File: src/rtl/wsip_pkg.sv
// ----------------------------------------------------------------------------
// wsip_pkg
// Shared types, register map and constants for the wide string integer parser
// ----------------------------------------------------------------------------
package wsip_pkg;

    localparam int POSITION_BITS_DEF = 16;
    localparam int QUEUE_DEPTH       = 2;

    localparam int CHAR_BITS     = 32;
    localparam int BASE_BITS     = 6;
    localparam int VALUE_BITS    = 64;
    localparam int STATUS_BITS   = 2;
    localparam int CONSUMED_BITS = 16;
    localparam int APB_ADDR_BITS = 4;
    localparam int APB_DATA_BITS = 32;

    // register indexes
    localparam logic [1:0] REG_NUMBER_BASE   = 2'd0;
    localparam logic [1:0] REG_RESULT_WIDE   = 2'd1;
    localparam logic [1:0] REG_RESULT_SIGNED = 2'd2;

    localparam logic [BASE_BITS-1:0] BASE_RESET = 6'd10;
    localparam logic [BASE_BITS-1:0] BASE_AUTO  = 6'd0;
    localparam logic [BASE_BITS-1:0] BASE_ONE   = 6'd1;
    localparam logic [BASE_BITS-1:0] BASE_OCT   = 6'd8;
    localparam logic [BASE_BITS-1:0] BASE_DEC   = 6'd10;
    localparam logic [BASE_BITS-1:0] BASE_HEX   = 6'd16;
    localparam logic [BASE_BITS-1:0] BASE_MAX   = 6'd36;

    // status codes
    localparam logic [STATUS_BITS-1:0] ST_OK       = 2'd0;
    localparam logic [STATUS_BITS-1:0] ST_NODIGITS = 2'd1;
    localparam logic [STATUS_BITS-1:0] ST_RANGE    = 2'd2;
    localparam logic [STATUS_BITS-1:0] ST_BADBASE  = 2'd3;

    // classified character
    typedef struct packed {
        logic                 is_nul;
        logic                 is_ws;
        logic                 is_plus;
        logic                 is_minus;
        logic                 is_zero;
        logic                 is_x;
        logic                 is_alnum;
        logic [BASE_BITS-1:0] dval;
        logic                 last;
    } item_t;

    // end-of-string state handed to the formatter
    typedef struct packed {
        logic                     invalid;
        logic                     digit_seen;
        logic                     negative;
        logic                     overflowed;
        logic [VALUE_BITS-1:0]    accumulator;
        logic [CONSUMED_BITS-1:0] consumed;
    } snap_t;

endpackage

File: src/rtl/wide_string_integer_parser.sv
// ----------------------------------------------------------------------------
// wide_string_integer_parser
// Streaming string-to-integer converter with base detection and clamping
//
//   channel | ports                                        | role
//   --------+----------------------------------------------+-----------------
//   s_      | s_valid s_ready s_character s_end_of_string  | one char per item
//   m_      | m_valid m_ready m_value m_status m_consumed  | one item per string
//   apb     | psel penable pwrite paddr pwdata prdata      | base, width, sign
//
// one character per cycle sustained while the result side does not back up;
// the parse engine does its multiply-add combinationally
// m_valid rises once the last character of a string has passed the input
// register, queue, engine snapshot and output register
// reset is synchronous active low; no clearing pass
// with m_ready low two results wait in the snapshot and output registers; the
// next string end then holds at the head of the queue and the input backs up
// ----------------------------------------------------------------------------
module wide_string_integer_parser import wsip_pkg::*; #(
    parameter int POSITION_BITS = POSITION_BITS_DEF
) (
    input  logic                     aclk,
    input  logic                     aresetn,
    input  logic                     psel,
    input  logic                     penable,
    input  logic                     pwrite,
    input  logic [APB_ADDR_BITS-1:0] paddr,
    input  logic [APB_DATA_BITS-1:0] pwdata,
    output logic [APB_DATA_BITS-1:0] prdata,
    output logic                     pready,
    input  logic                     s_valid,
    output logic                     s_ready,
    input  logic [CHAR_BITS-1:0]     s_character,
    input  logic                     s_end_of_string,
    output logic                     m_valid,
    input  logic                     m_ready,
    output logic [VALUE_BITS-1:0]    m_value,
    output logic [STATUS_BITS-1:0]   m_status,
    output logic [CONSUMED_BITS-1:0] m_consumed
);

    logic [BASE_BITS-1:0] base_reg;
    logic                 wide_reg;
    logic                 signed_reg;
    logic                 wr_en;
    logic [1:0]           reg_idx;

    logic        push;
    item_t       push_item;
    logic        q_full;
    logic        q_pop;
    logic        q_not_empty;
    logic [$bits(item_t)-1:0] q_data;
    item_t       q_item;
    logic        snap_load;
    snap_t       snap;
    logic        snap_free;

    assign pready  = 1'b1;
    assign reg_idx = paddr[3:2];
    assign wr_en   = psel && penable && pwrite && pready;
    assign q_item  = item_t'(q_data);

    always_comb begin
        prdata = '0;
        unique case (reg_idx)
            REG_NUMBER_BASE:   prdata = APB_DATA_BITS'(base_reg);
            REG_RESULT_WIDE:   prdata = APB_DATA_BITS'(wide_reg);
            REG_RESULT_SIGNED: prdata = APB_DATA_BITS'(signed_reg);
            default:           prdata = '0;
        endcase
    end

    always_ff @(posedge aclk) begin
        if (!aresetn) begin
            base_reg   <= BASE_RESET;
            wide_reg   <= 1'b1;
            signed_reg <= 1'b0;
        end else if (wr_en) begin
            unique case (reg_idx)
                REG_NUMBER_BASE:   base_reg   <= pwdata[BASE_BITS-1:0];
                REG_RESULT_WIDE:   wide_reg   <= pwdata[0];
                REG_RESULT_SIGNED: signed_reg <= pwdata[0];
                default: begin
                end
            endcase
        end
    end

    wsip_front u_front (
        .aclk            (aclk),
        .aresetn         (aresetn),
        .s_valid         (s_valid),
        .s_ready         (s_ready),
        .s_character     (s_character),
        .s_end_of_string (s_end_of_string),
        .push            (push),
        .push_item       (push_item),
        .q_full          (q_full)
    );

    wsip_queue #(
        .WIDTH ($bits(item_t)),
        .DEPTH (QUEUE_DEPTH)
    ) u_queue (
        .aclk      (aclk),
        .aresetn   (aresetn),
        .push      (push),
        .push_data (push_item),
        .full      (q_full),
        .pop       (q_pop),
        .not_empty (q_not_empty),
        .pop_data  (q_data)
    );

    wsip_back #(
        .POSITION_BITS (POSITION_BITS)
    ) u_back (
        .aclk        (aclk),
        .aresetn     (aresetn),
        .number_base (base_reg),
        .q_not_empty (q_not_empty),
        .q_item      (q_item),
        .pop         (q_pop),
        .snap_load   (snap_load),
        .snap        (snap),
        .snap_free   (snap_free)
    );

    wsip_format u_format (
        .aclk          (aclk),
        .aresetn       (aresetn),
        .result_wide   (wide_reg),
        .result_signed (signed_reg),
        .snap_load     (snap_load),
        .snap_in       (snap),
        .snap_free     (snap_free),
        .m_valid       (m_valid),
        .m_ready       (m_ready),
        .m_value       (m_value),
        .m_status      (m_status),
        .m_consumed    (m_consumed)
    );

endmodule

File: src/rtl/wsip_front.sv
// ----------------------------------------------------------------------------
// wsip_front
// Input stage: registers each item and classifies the character
// ----------------------------------------------------------------------------
module wsip_front import wsip_pkg::*; (
    input  logic                 aclk,
    input  logic                 aresetn,
    input  logic                 s_valid,
    output logic                 s_ready,
    input  logic [CHAR_BITS-1:0] s_character,
    input  logic                 s_end_of_string,
    output logic                 push,
    output item_t                push_item,
    input  logic                 q_full
);

    logic  f_valid_reg;
    logic  f_valid_next;
    item_t f_item_reg;
    item_t cls;

    assign push      = f_valid_reg && !q_full;
    assign s_ready   = !f_valid_reg || !q_full;
    assign push_item = f_item_reg;

    always_comb begin
        cls          = '0;
        cls.last     = s_end_of_string;
        cls.is_nul   = (s_character == 32'd0);
        cls.is_ws    = (s_character == 32'd32) ||
                       (s_character >= 32'd9 && s_character <= 32'd13);
        cls.is_plus  = (s_character == 32'd43);
        cls.is_minus = (s_character == 32'd45);
        cls.is_zero  = (s_character == 32'd48);
        cls.is_x     = (s_character == 32'd120) || (s_character == 32'd88);
        if (s_character >= 32'd48 && s_character <= 32'd57) begin
            cls.is_alnum = 1'b1;
            cls.dval     = BASE_BITS'(s_character - 32'd48);
        end else if (s_character >= 32'd97 && s_character <= 32'd122) begin
            cls.is_alnum = 1'b1;
            cls.dval     = BASE_BITS'(s_character - 32'd87);
        end else if (s_character >= 32'd65 && s_character <= 32'd90) begin
            cls.is_alnum = 1'b1;
            cls.dval     = BASE_BITS'(s_character - 32'd55);
        end
    end

    always_comb begin
        f_valid_next = f_valid_reg;
        if (s_valid && s_ready) begin
            f_valid_next = 1'b1;
        end else if (push) begin
            f_valid_next = 1'b0;
        end
    end

    always_ff @(posedge aclk) begin
        if (!aresetn) begin
            f_valid_reg <= 1'b0;
        end else begin
            f_valid_reg <= f_valid_next;
        end
    end

    always_ff @(posedge aclk) begin
        if (s_valid && s_ready) begin
            f_item_reg <= cls;
        end
    end

endmodule

File: src/rtl/wsip_queue.sv
// ----------------------------------------------------------------------------
// wsip_queue
// Short first-in first-out queue between the front and back parts
// ----------------------------------------------------------------------------
module wsip_queue import wsip_pkg::*; #(
    parameter int WIDTH = 8,
    parameter int DEPTH = QUEUE_DEPTH
) (
    input  logic             aclk,
    input  logic             aresetn,
    input  logic             push,
    input  logic [WIDTH-1:0] push_data,
    output logic             full,
    input  logic             pop,
    output logic             not_empty,
    output logic [WIDTH-1:0] pop_data
);

    localparam int ADDR_BITS = (DEPTH > 1) ? $clog2(DEPTH) : 1;

    logic [WIDTH-1:0]   mem_reg [DEPTH];
    logic [ADDR_BITS:0] wr_ptr_reg;
    logic [ADDR_BITS:0] rd_ptr_reg;

    assign not_empty = (wr_ptr_reg != rd_ptr_reg);
    assign full      = (wr_ptr_reg[ADDR_BITS] != rd_ptr_reg[ADDR_BITS]) &&
                       (wr_ptr_reg[ADDR_BITS-1:0] == rd_ptr_reg[ADDR_BITS-1:0]);
    assign pop_data  = mem_reg[rd_ptr_reg[ADDR_BITS-1:0]];

    always_ff @(posedge aclk) begin
        if (!aresetn) begin
            wr_ptr_reg <= '0;
            rd_ptr_reg <= '0;
        end else begin
            if (push) begin
                wr_ptr_reg <= wr_ptr_reg + 1'b1;
            end
            if (pop) begin
                rd_ptr_reg <= rd_ptr_reg + 1'b1;
            end
        end
    end

    always_ff @(posedge aclk) begin
        if (push) begin
            mem_reg[wr_ptr_reg[ADDR_BITS-1:0]] <= push_data;
        end
    end

endmodule

File: src/rtl/wsip_back.sv
// ----------------------------------------------------------------------------
// wsip_back
// Parse engine: prefix and sign handling, base detection, digit accumulation
// ----------------------------------------------------------------------------
module wsip_back import wsip_pkg::*; #(
    parameter int POSITION_BITS = POSITION_BITS_DEF
) (
    input  logic                 aclk,
    input  logic                 aresetn,
    input  logic [BASE_BITS-1:0] number_base,
    input  logic                 q_not_empty,
    input  item_t                q_item,
    output logic                 pop,
    output logic                 snap_load,
    output snap_t                snap,
    input  logic                 snap_free
);

    localparam logic [2:0] PH_WS      = 3'd0;
    localparam logic [2:0] PH_START   = 3'd1;
    localparam logic [2:0] PH_ZERO    = 3'd2;
    localparam logic [2:0] PH_ZEROX   = 3'd3;
    localparam logic [2:0] PH_DIGITS  = 3'd4;
    localparam logic [2:0] PH_DONE    = 3'd5;
    localparam logic [2:0] PH_INVALID = 3'd6;

    localparam logic [POSITION_BITS-1:0] POS_MAX = '1;

    logic [2:0]               phase_reg,      phase_next;
    logic                     negative_reg,   negative_next;
    logic [BASE_BITS-1:0]     base_reg,       base_next;
    logic [VALUE_BITS-1:0]    acc_reg,        acc_next;
    logic                     seen_reg,       seen_next;
    logic                     ovf_reg,        ovf_next;
    logic [POSITION_BITS-1:0] pos_reg,        pos_next;
    logic [POSITION_BITS-1:0] end_reg,        end_next;

    logic                     first;
    logic [2:0]               ph0;
    logic [BASE_BITS-1:0]     ab0;
    logic [BASE_BITS-1:0]     dig_base;
    logic                     try_dig;
    logic                     is_dig;
    logic [POSITION_BITS-1:0] pos_inc;
    logic [VALUE_BITS+6:0]    sum;
    logic                     emit;
    logic [31:0]              end_ext;

    assign first   = (phase_reg == PH_WS) && (pos_reg == '0);
    assign ab0     = first ? number_base : base_reg;
    assign ph0     = (first && (number_base == BASE_ONE || number_base > BASE_MAX))
                     ? PH_INVALID : phase_reg;
    assign pos_inc = (pos_reg == POS_MAX) ? pos_reg : pos_reg + 1'b1;
    assign is_dig  = q_item.is_alnum && (q_item.dval < dig_base);
    assign sum     = (VALUE_BITS + 7)'(acc_reg) * (VALUE_BITS + 7)'(dig_base)
                     + (VALUE_BITS + 7)'(q_item.dval);
    assign emit    = q_item.is_nul || q_item.last;
    assign pop     = q_not_empty && (!emit || snap_free);
    assign snap_load = pop && emit;

    always_comb begin
        phase_next    = ph0;
        negative_next = negative_reg;
        base_next     = ab0;
        acc_next      = acc_reg;
        seen_next     = seen_reg;
        ovf_next      = ovf_reg;
        pos_next      = pos_reg;
        end_next      = end_reg;
        dig_base      = ab0;
        try_dig       = 1'b0;
        if (!q_item.is_nul) begin
            pos_next = pos_inc;
            unique case (ph0)
                PH_WS, PH_START: begin
                    if (ph0 == PH_WS && q_item.is_ws) begin
                        phase_next = PH_WS;
                    end else if (ph0 == PH_WS && (q_item.is_plus || q_item.is_minus)) begin
                        negative_next = q_item.is_minus;
                        phase_next    = PH_START;
                    end else if (q_item.is_zero && (ab0 == BASE_AUTO || ab0 == BASE_HEX)) begin
                        seen_next  = 1'b1;
                        acc_next   = '0;
                        end_next   = pos_inc;
                        phase_next = PH_ZERO;
                    end else begin
                        if (ab0 == BASE_AUTO) begin
                            base_next = BASE_DEC;
                            dig_base  = BASE_DEC;
                        end
                        try_dig = 1'b1;
                    end
                end
                PH_ZERO: begin
                    if (q_item.is_x) begin
                        base_next  = BASE_HEX;
                        phase_next = PH_ZEROX;
                    end else begin
                        if (ab0 == BASE_AUTO) begin
                            base_next = BASE_OCT;
                            dig_base  = BASE_OCT;
                        end
                        try_dig = 1'b1;
                    end
                end
                PH_ZEROX: begin
                    dig_base = BASE_HEX;
                    try_dig  = 1'b1;
                end
                PH_DIGITS: begin
                    try_dig = 1'b1;
                end
                PH_DONE, PH_INVALID: begin
                    phase_next = ph0;
                end
                default: begin
                    phase_next = ph0;
                end
            endcase
            if (try_dig) begin
                if (is_dig) begin
                    phase_next = PH_DIGITS;
                    seen_next  = 1'b1;
                    end_next   = pos_inc;
                    if (!ovf_reg) begin
                        if (sum[VALUE_BITS+6:VALUE_BITS] != '0) begin
                            acc_next = '1;
                            ovf_next = 1'b1;
                        end else begin
                            acc_next = sum[VALUE_BITS-1:0];
                        end
                    end
                end else begin
                    phase_next = PH_DONE;
                end
            end
        end
    end

    always_comb begin
        end_ext          = 32'(end_next);
        snap.invalid     = (phase_next == PH_INVALID);
        snap.digit_seen  = seen_next;
        snap.negative    = negative_next;
        snap.overflowed  = ovf_next;
        snap.accumulator = acc_next;
        snap.consumed    = (end_ext > 32'hFFFF) ? '1 : end_ext[CONSUMED_BITS-1:0];
    end

    always_ff @(posedge aclk) begin
        if (!aresetn) begin
            phase_reg    <= PH_WS;
            negative_reg <= 1'b0;
            base_reg     <= '0;
            acc_reg      <= '0;
            seen_reg     <= 1'b0;
            ovf_reg      <= 1'b0;
            pos_reg      <= '0;
            end_reg      <= '0;
        end else if (pop) begin
            if (emit) begin
                phase_reg    <= PH_WS;
                negative_reg <= 1'b0;
                base_reg     <= '0;
                acc_reg      <= '0;
                seen_reg     <= 1'b0;
                ovf_reg      <= 1'b0;
                pos_reg      <= '0;
                end_reg      <= '0;
            end else begin
                phase_reg    <= phase_next;
                negative_reg <= negative_next;
                base_reg     <= base_next;
                acc_reg      <= acc_next;
                seen_reg     <= seen_next;
                ovf_reg      <= ovf_next;
                pos_reg      <= pos_next;
                end_reg      <= end_next;
            end
        end
    end

endmodule

File: src/rtl/wsip_format.sv
// ----------------------------------------------------------------------------
// wsip_format
// Result stage: clamps the magnitude to the selected width and sign mode
// ----------------------------------------------------------------------------
module wsip_format import wsip_pkg::*; (
    input  logic                     aclk,
    input  logic                     aresetn,
    input  logic                     result_wide,
    input  logic                     result_signed,
    input  logic                     snap_load,
    input  snap_t                    snap_in,
    output logic                     snap_free,
    output logic                     m_valid,
    input  logic                     m_ready,
    output logic [VALUE_BITS-1:0]    m_value,
    output logic [STATUS_BITS-1:0]   m_status,
    output logic [CONSUMED_BITS-1:0] m_consumed
);

    logic                     sv_reg;
    snap_t                    s_reg;
    logic                     mv_reg;
    logic [VALUE_BITS-1:0]    val_reg,  val_next;
    logic [STATUS_BITS-1:0]   st_reg,   st_next;
    logic [CONSUMED_BITS-1:0] used_reg, used_next;
    logic                     out_load;
    logic [VALUE_BITS-1:0]    wmax;
    logic [VALUE_BITS-1:0]    half;
    logic [VALUE_BITS-1:0]    negm;
    logic                     ovf;

    assign out_load  = sv_reg && (!mv_reg || m_ready);
    assign snap_free = !sv_reg || out_load;
    assign m_valid    = mv_reg;
    assign m_value    = val_reg;
    assign m_status   = st_reg;
    assign m_consumed = used_reg;

    always_comb begin
        wmax      = result_wide ? '1 : {32'd0, 32'hFFFF_FFFF};
        half      = result_wide ? {1'b1, 63'd0} : {32'd0, 32'h8000_0000};
        negm      = (VALUE_BITS'(0) - s_reg.accumulator) & wmax;
        ovf       = s_reg.overflowed || (s_reg.accumulator > wmax);
        val_next  = '0;
        st_next   = ST_OK;
        used_next = '0;
        if (s_reg.invalid) begin
            st_next = ST_BADBASE;
        end else if (!s_reg.digit_seen) begin
            st_next = ST_NODIGITS;
        end else begin
            used_next = s_reg.consumed;
            if (!result_signed) begin
                if (ovf) begin
                    val_next = wmax;
                    st_next  = ST_RANGE;
                end else begin
                    val_next = s_reg.negative ? negm : s_reg.accumulator;
                end
            end else if (ovf) begin
                val_next = s_reg.negative ? half : half - 1'b1;
                st_next  = ST_RANGE;
            end else if (s_reg.negative) begin
                if (s_reg.accumulator > half) begin
                    val_next = half;
                    st_next  = ST_RANGE;
                end else begin
                    val_next = negm;
                end
            end else begin
                if (s_reg.accumulator > half - 1'b1) begin
                    val_next = half - 1'b1;
                    st_next  = ST_RANGE;
                end else begin
                    val_next = s_reg.accumulator;
                end
            end
        end
    end

    always_ff @(posedge aclk) begin
        if (!aresetn) begin
            sv_reg <= 1'b0;
            mv_reg <= 1'b0;
        end else begin
            if (snap_load) begin
                sv_reg <= 1'b1;
            end else if (out_load) begin
                sv_reg <= 1'b0;
            end
            if (out_load) begin
                mv_reg <= 1'b1;
            end else if (m_ready) begin
                mv_reg <= 1'b0;
            end
        end
    end

    always_ff @(posedge aclk) begin
        if (snap_load) begin
            s_reg <= snap_in;
        end
        if (out_load) begin
            val_reg  <= val_next;
            st_reg   <= st_next;
            used_reg <= used_next;
        end
    end

endmodule
File: config.mk
export PLATFORM = sky130hd
export DESIGN_NAME = wide_string_integer_parser
export DESIGN_NICKNAME = d
export VERILOG_FILES = /design/src/rtl/wsip_pkg.sv /design/src/rtl/wide_string_integer_parser.sv /design/src/rtl/wsip_front.sv /design/src/rtl/wsip_queue.sv /design/src/rtl/wsip_back.sv /design/src/rtl/wsip_format.sv
export SDC_FILE = /design/constraint.sdc
export NUM_CORES = 2
export LEC_CHECK = 0
export BUFFER_PORTS_ARGS = -buffer_cell sky130_fd_sc_hd__buf_2
export CAP_MARGIN = 20
export CORE_AREA = 2 2 258 260
export CTS_CLUSTER_SIZE = 14
export DETAILED_ROUTE_END_ITERATION = 10
export DIE_AREA = 0 0 260 262
export PLACE_DENSITY_LB_ADDON = 0.3
export SETUP_SLACK_MARGIN = 0.3
export SYNTH_ARGS = -nofsm -noshare
export SYNTH_HDL_FRONTEND = slang
export SYNTH_HIERARCHICAL = 1
export SYNTH_SLANG_ARGS = --single-unit
File: constraint.sdc
create_clock -name aclk -period 10.4 [get_ports aclk]
set_clock_uncertainty 0.1 [all_clocks]
set_input_delay 0.52 -clock aclk [delete_from_list [all_inputs] [get_ports aclk]]
set_output_delay 0.52 -clock aclk [all_outputs]
set_load 0.02 [all_outputs]
==> results.md <==
* DRC violations left at 0
* Largest net degree at the start of global routing at between 100 and 150
* Max Transition Viols Final at 0
* Hold path depth at 1
* Number of instances in the synthesized netlist at 3,491
* Top cell type's share of synthesized area at 19.6%
* WS Path Type: register to register
* Total count of hold-check failures in the final report at 0
* Total grt overflow at 0
* CP Data Required Time at 10.57 ns
* Async set-reset flop share out of synthesis at 0%
* Post-CTS setup buffer count at 0
* Hold-critical path endpoint: u_front/push_item[0]
* Effective utilization at floorplan at 48.7%
* Hold-fix buffers at CTS at 0
* Reg-to-reg startpoint: u_back/phase_reg[0]
* Placed wire-length estimate after detailed placement at 63,700 um
* Primary FF master, synth: edfxtp_1
* Largest fanout on the critical path at 102
* Mean instance size in the synthesized netlist at 9.11 um2
* Worst slack at placement at between 1 and 1.5 ns
* Number of buffers created by CTS at 36
* Root Buffer Master: clkbuf_16
* Initial antenna violation count at 2
* Setup WS post-layout at 0.989 ns
* CP max-delay cell: o21a_2
* Detailed router's first-iteration violation count at 2,139
* Synth-to-layout area growth at 7.79%
* Register-to-Register Setup Slack at a little under 1 ns
* Cell count of the worst reg-to-reg path at 26
* Wire length of the first global-routing pass at 138,000 um
* Setup repair after global routing missed its margin: false
* Final critical path time including I/O delays and setup at between 9 and 10 ns
* Maximum clock rate at 106 MHz
* Result of the run: complete, no violations
* Max cap viols at 0
* Tot Pwr at 4.86 mW
* Fill cell instance count of the final layout at 5,981
* Area of the die at 68,100 um2
* Worst Tran Pin Value at between 1 and 1.5 ns
* #FFs+latches synth at 332
* Largest stage delay on the critical path at 0.60 ns
* Number of detailed-routing iterations run before antenna repair at 6
* Utilization after layout at 52.5%
* Final antenna-violating net count at 0
* Average via count per standard cell at 5.98
* Global placer's final weighted congestion at 0.950
* H-tree Lvls at 2
* Register area at 8730 um2
* Number of different library cells in the post-synthesis netlist at 99
* Clock insertion delay at the later pin of the skew report at about 0.57 ns
* Number of buffer and inverter instances along the worst setup path at 2
* Element type at the critical path end: register
* Final count of negative-setup-slack endpoints at 0
* Count of inserted antenna diode cells at 0
* Clock transition at the register clock pins on the worst setup and hold paths after CTS at 0.06 ns
* Vias in the first global route at 25,291
* Overall fraction of global-route tracks in use at 25.2%
* Area inside the core boundary at 65,300 um2
* Combined area of the multi-input logic cells at 21,800 um2
* Routed wire length at 85,500 um
* Net total in the final layout at 4,029
* Number of vias in the routed layout at 26,253
* Pleak at 14.6 nW
* Commonest non-fill, non-tap cell in the layout: and2_1
* Power per Cell Area at 142 nW/um2
* Proportion of layout cells with a drive suffix above 1 at about a tenth
* Die Span Y at 262 um
* Dominant cell type by area after synthesis: edfxtp_1
* Wire length per cell after detailed routing at 19.5 um
* TritonCTS clock tree: built
* Arrival time of data at the critical path endpoint at 9.58 ns
* Synth Cell Area at 31,800 um2
* Count of yosys warnings during synthesis at 6
* Standard-cell row count at between 90 and 100
* Critical path launch point type: register
* Clock Sinks at 332
* Number of synthesized flops with an enable pin at 208
* I/O pins at 193
* Sequential cell area fraction in the yosys report at a little over a quarter
* Part of the cycle the worst path needs at 90.5%
* Buffer levels on the longest clock path at 3
* Cell types with the largest area share after synthesis: edfxtp_1, fa_1, ha_1
* Cts repair resizes at 0
* Top delay family on crit path: compound AO/OA/AOI/OAI gates
* Flip-flop count of the largest register, all copies and words added at 84
* Buffers on Ports at roughly 140
* Slew HR at a little over a quarter
* Most used cells in the layout excluding fill and tap cells: and2_1, nand2_1, a21oi_1
* Min-delay worst type: primary input to register
* Hold Path Origin: s_end_of_string
* Chip Width at 260 um
* Fin Setup TNS at 0 ns
* Endpoint of the worst register-to-register path: u_format/s_reg[75]
* Max VDD drop at approximately 0.00013 V
-- layer usage --
metal	routed length, um	global-route usage, %	part of all wire (%)	vias to the layer above
li1	-	-	-	12448
met5	0	0	0	-
met2	38800	40.1	45	941
met4	2620	8.05	3.1	0
met1	38000	35.4	44	12710
met3	6100	3.83	7.1	154
-- cells by family (layout without fill, tap and decap cells) --
family	Yosys count	in the layout	synth area share (%)
flops	332	332	27.4
buf+inv	342	352	4.66
xor+xnor	87	87	2.40
compound gates	854	854	17.0
fa+ha+maj	454	454	23.8
mux	39	39	1.33
simple gates	1381	1381	23.3
other cells	2	27	0.0236
-- synthesized netlist by cell type (all sizes together) (53+ instances only) --
master / instances
buf: 71
clkbuf: 175
edfxtp: 208
a21oi: 258
inv: 95
nor2: 211
o21ai: 231
nand2: 277
fa: 252
and2: 288
nand3: 94
nor3: 115
dfxtp: 124
nand4: 59
o31ai: 53
a21o: 64
nor2b: 153
ha: 202
-- how the worst max path moves through the flow --
stage / start / end / slack [ns] / depth (start not counted)
after detailed placement: u_back/pos_reg[0] / u_format/s_reg[18] / 1.21 / 29
after CTS: u_back/pos_reg[0] / u_format/s_reg[18] / 1.16 / 28
after global placement: u_back/phase_reg[0] / u_format/s_reg[31] / 1.17 / 27
after floorplan: u_back/pos_reg[0] / u_format/s_reg[80] / 2.51 / 33
after global routing: u_back/pos_reg[0] / u_format/s_reg[31] / 0.36 / 30
final: u_back/phase_reg[0] / u_format/s_reg[75] / 0.99 / 26
-- cell type report --
class / count / share of cell area [%]
tap: 864 / 3.15
clock buffer: 44 / 2.79
inverter: 96 / 1.05
multi-input combinational: 2842 / 63.5
timing repair buffer: 191 / 3.41
sequential: 332 / 25.5
clock inverter: 21 / 0.621
-- per-stage QoR --
stage | hold WS [ns] | cells | cell area (um2)
finish | 0.0540 | 4390 | 34300
global route | 0.0301 | 4390 | 34300
CTS | 0.0210 | 4387 | 34200
detailed placement | 0.335 | 4322 | 33100
global placement | 0.322 | 4322 | 33100
floorplan | 0.321 | 3516 | 31900
-- power breakdown --
| part | internal (mW) | switching, mW |
|---|---|---|
| registers | 1.72 | 0.242 |
| logic | 0.513 | 1.10 |
| clock network | 0.720 | 0.566 |
-- worst register-to-register path, cell delays in order (launching register included) --
cell and delay (ns):
dfxtp_1 0.44, nor4_1 0.38, nand4_1 0.30, nor2_4 0.50, mux2i_1 0.44, a211oi_1 0.13, o21ai_0 0.28, o21a_2 0.60
buf_12 0.32, nor2b_1 0.15, fa_1 0.49, fa_1 0.53, fa_1 0.49, ha_1 0.30, ha_1 0.38, a21oi_1 0.24
o21ai_0 0.19, nor2b_1 0.19, or4_1 0.58, a31oi_1 0.23, o21ai_2 0.17, a41oi_1 0.32, mux2i_1 0.11, nand4_1 0.13
buf_12 0.42, nor2_1 0.13, o21ai_0 0.56
No activity file was read; power rests on OpenSTA's default activity.
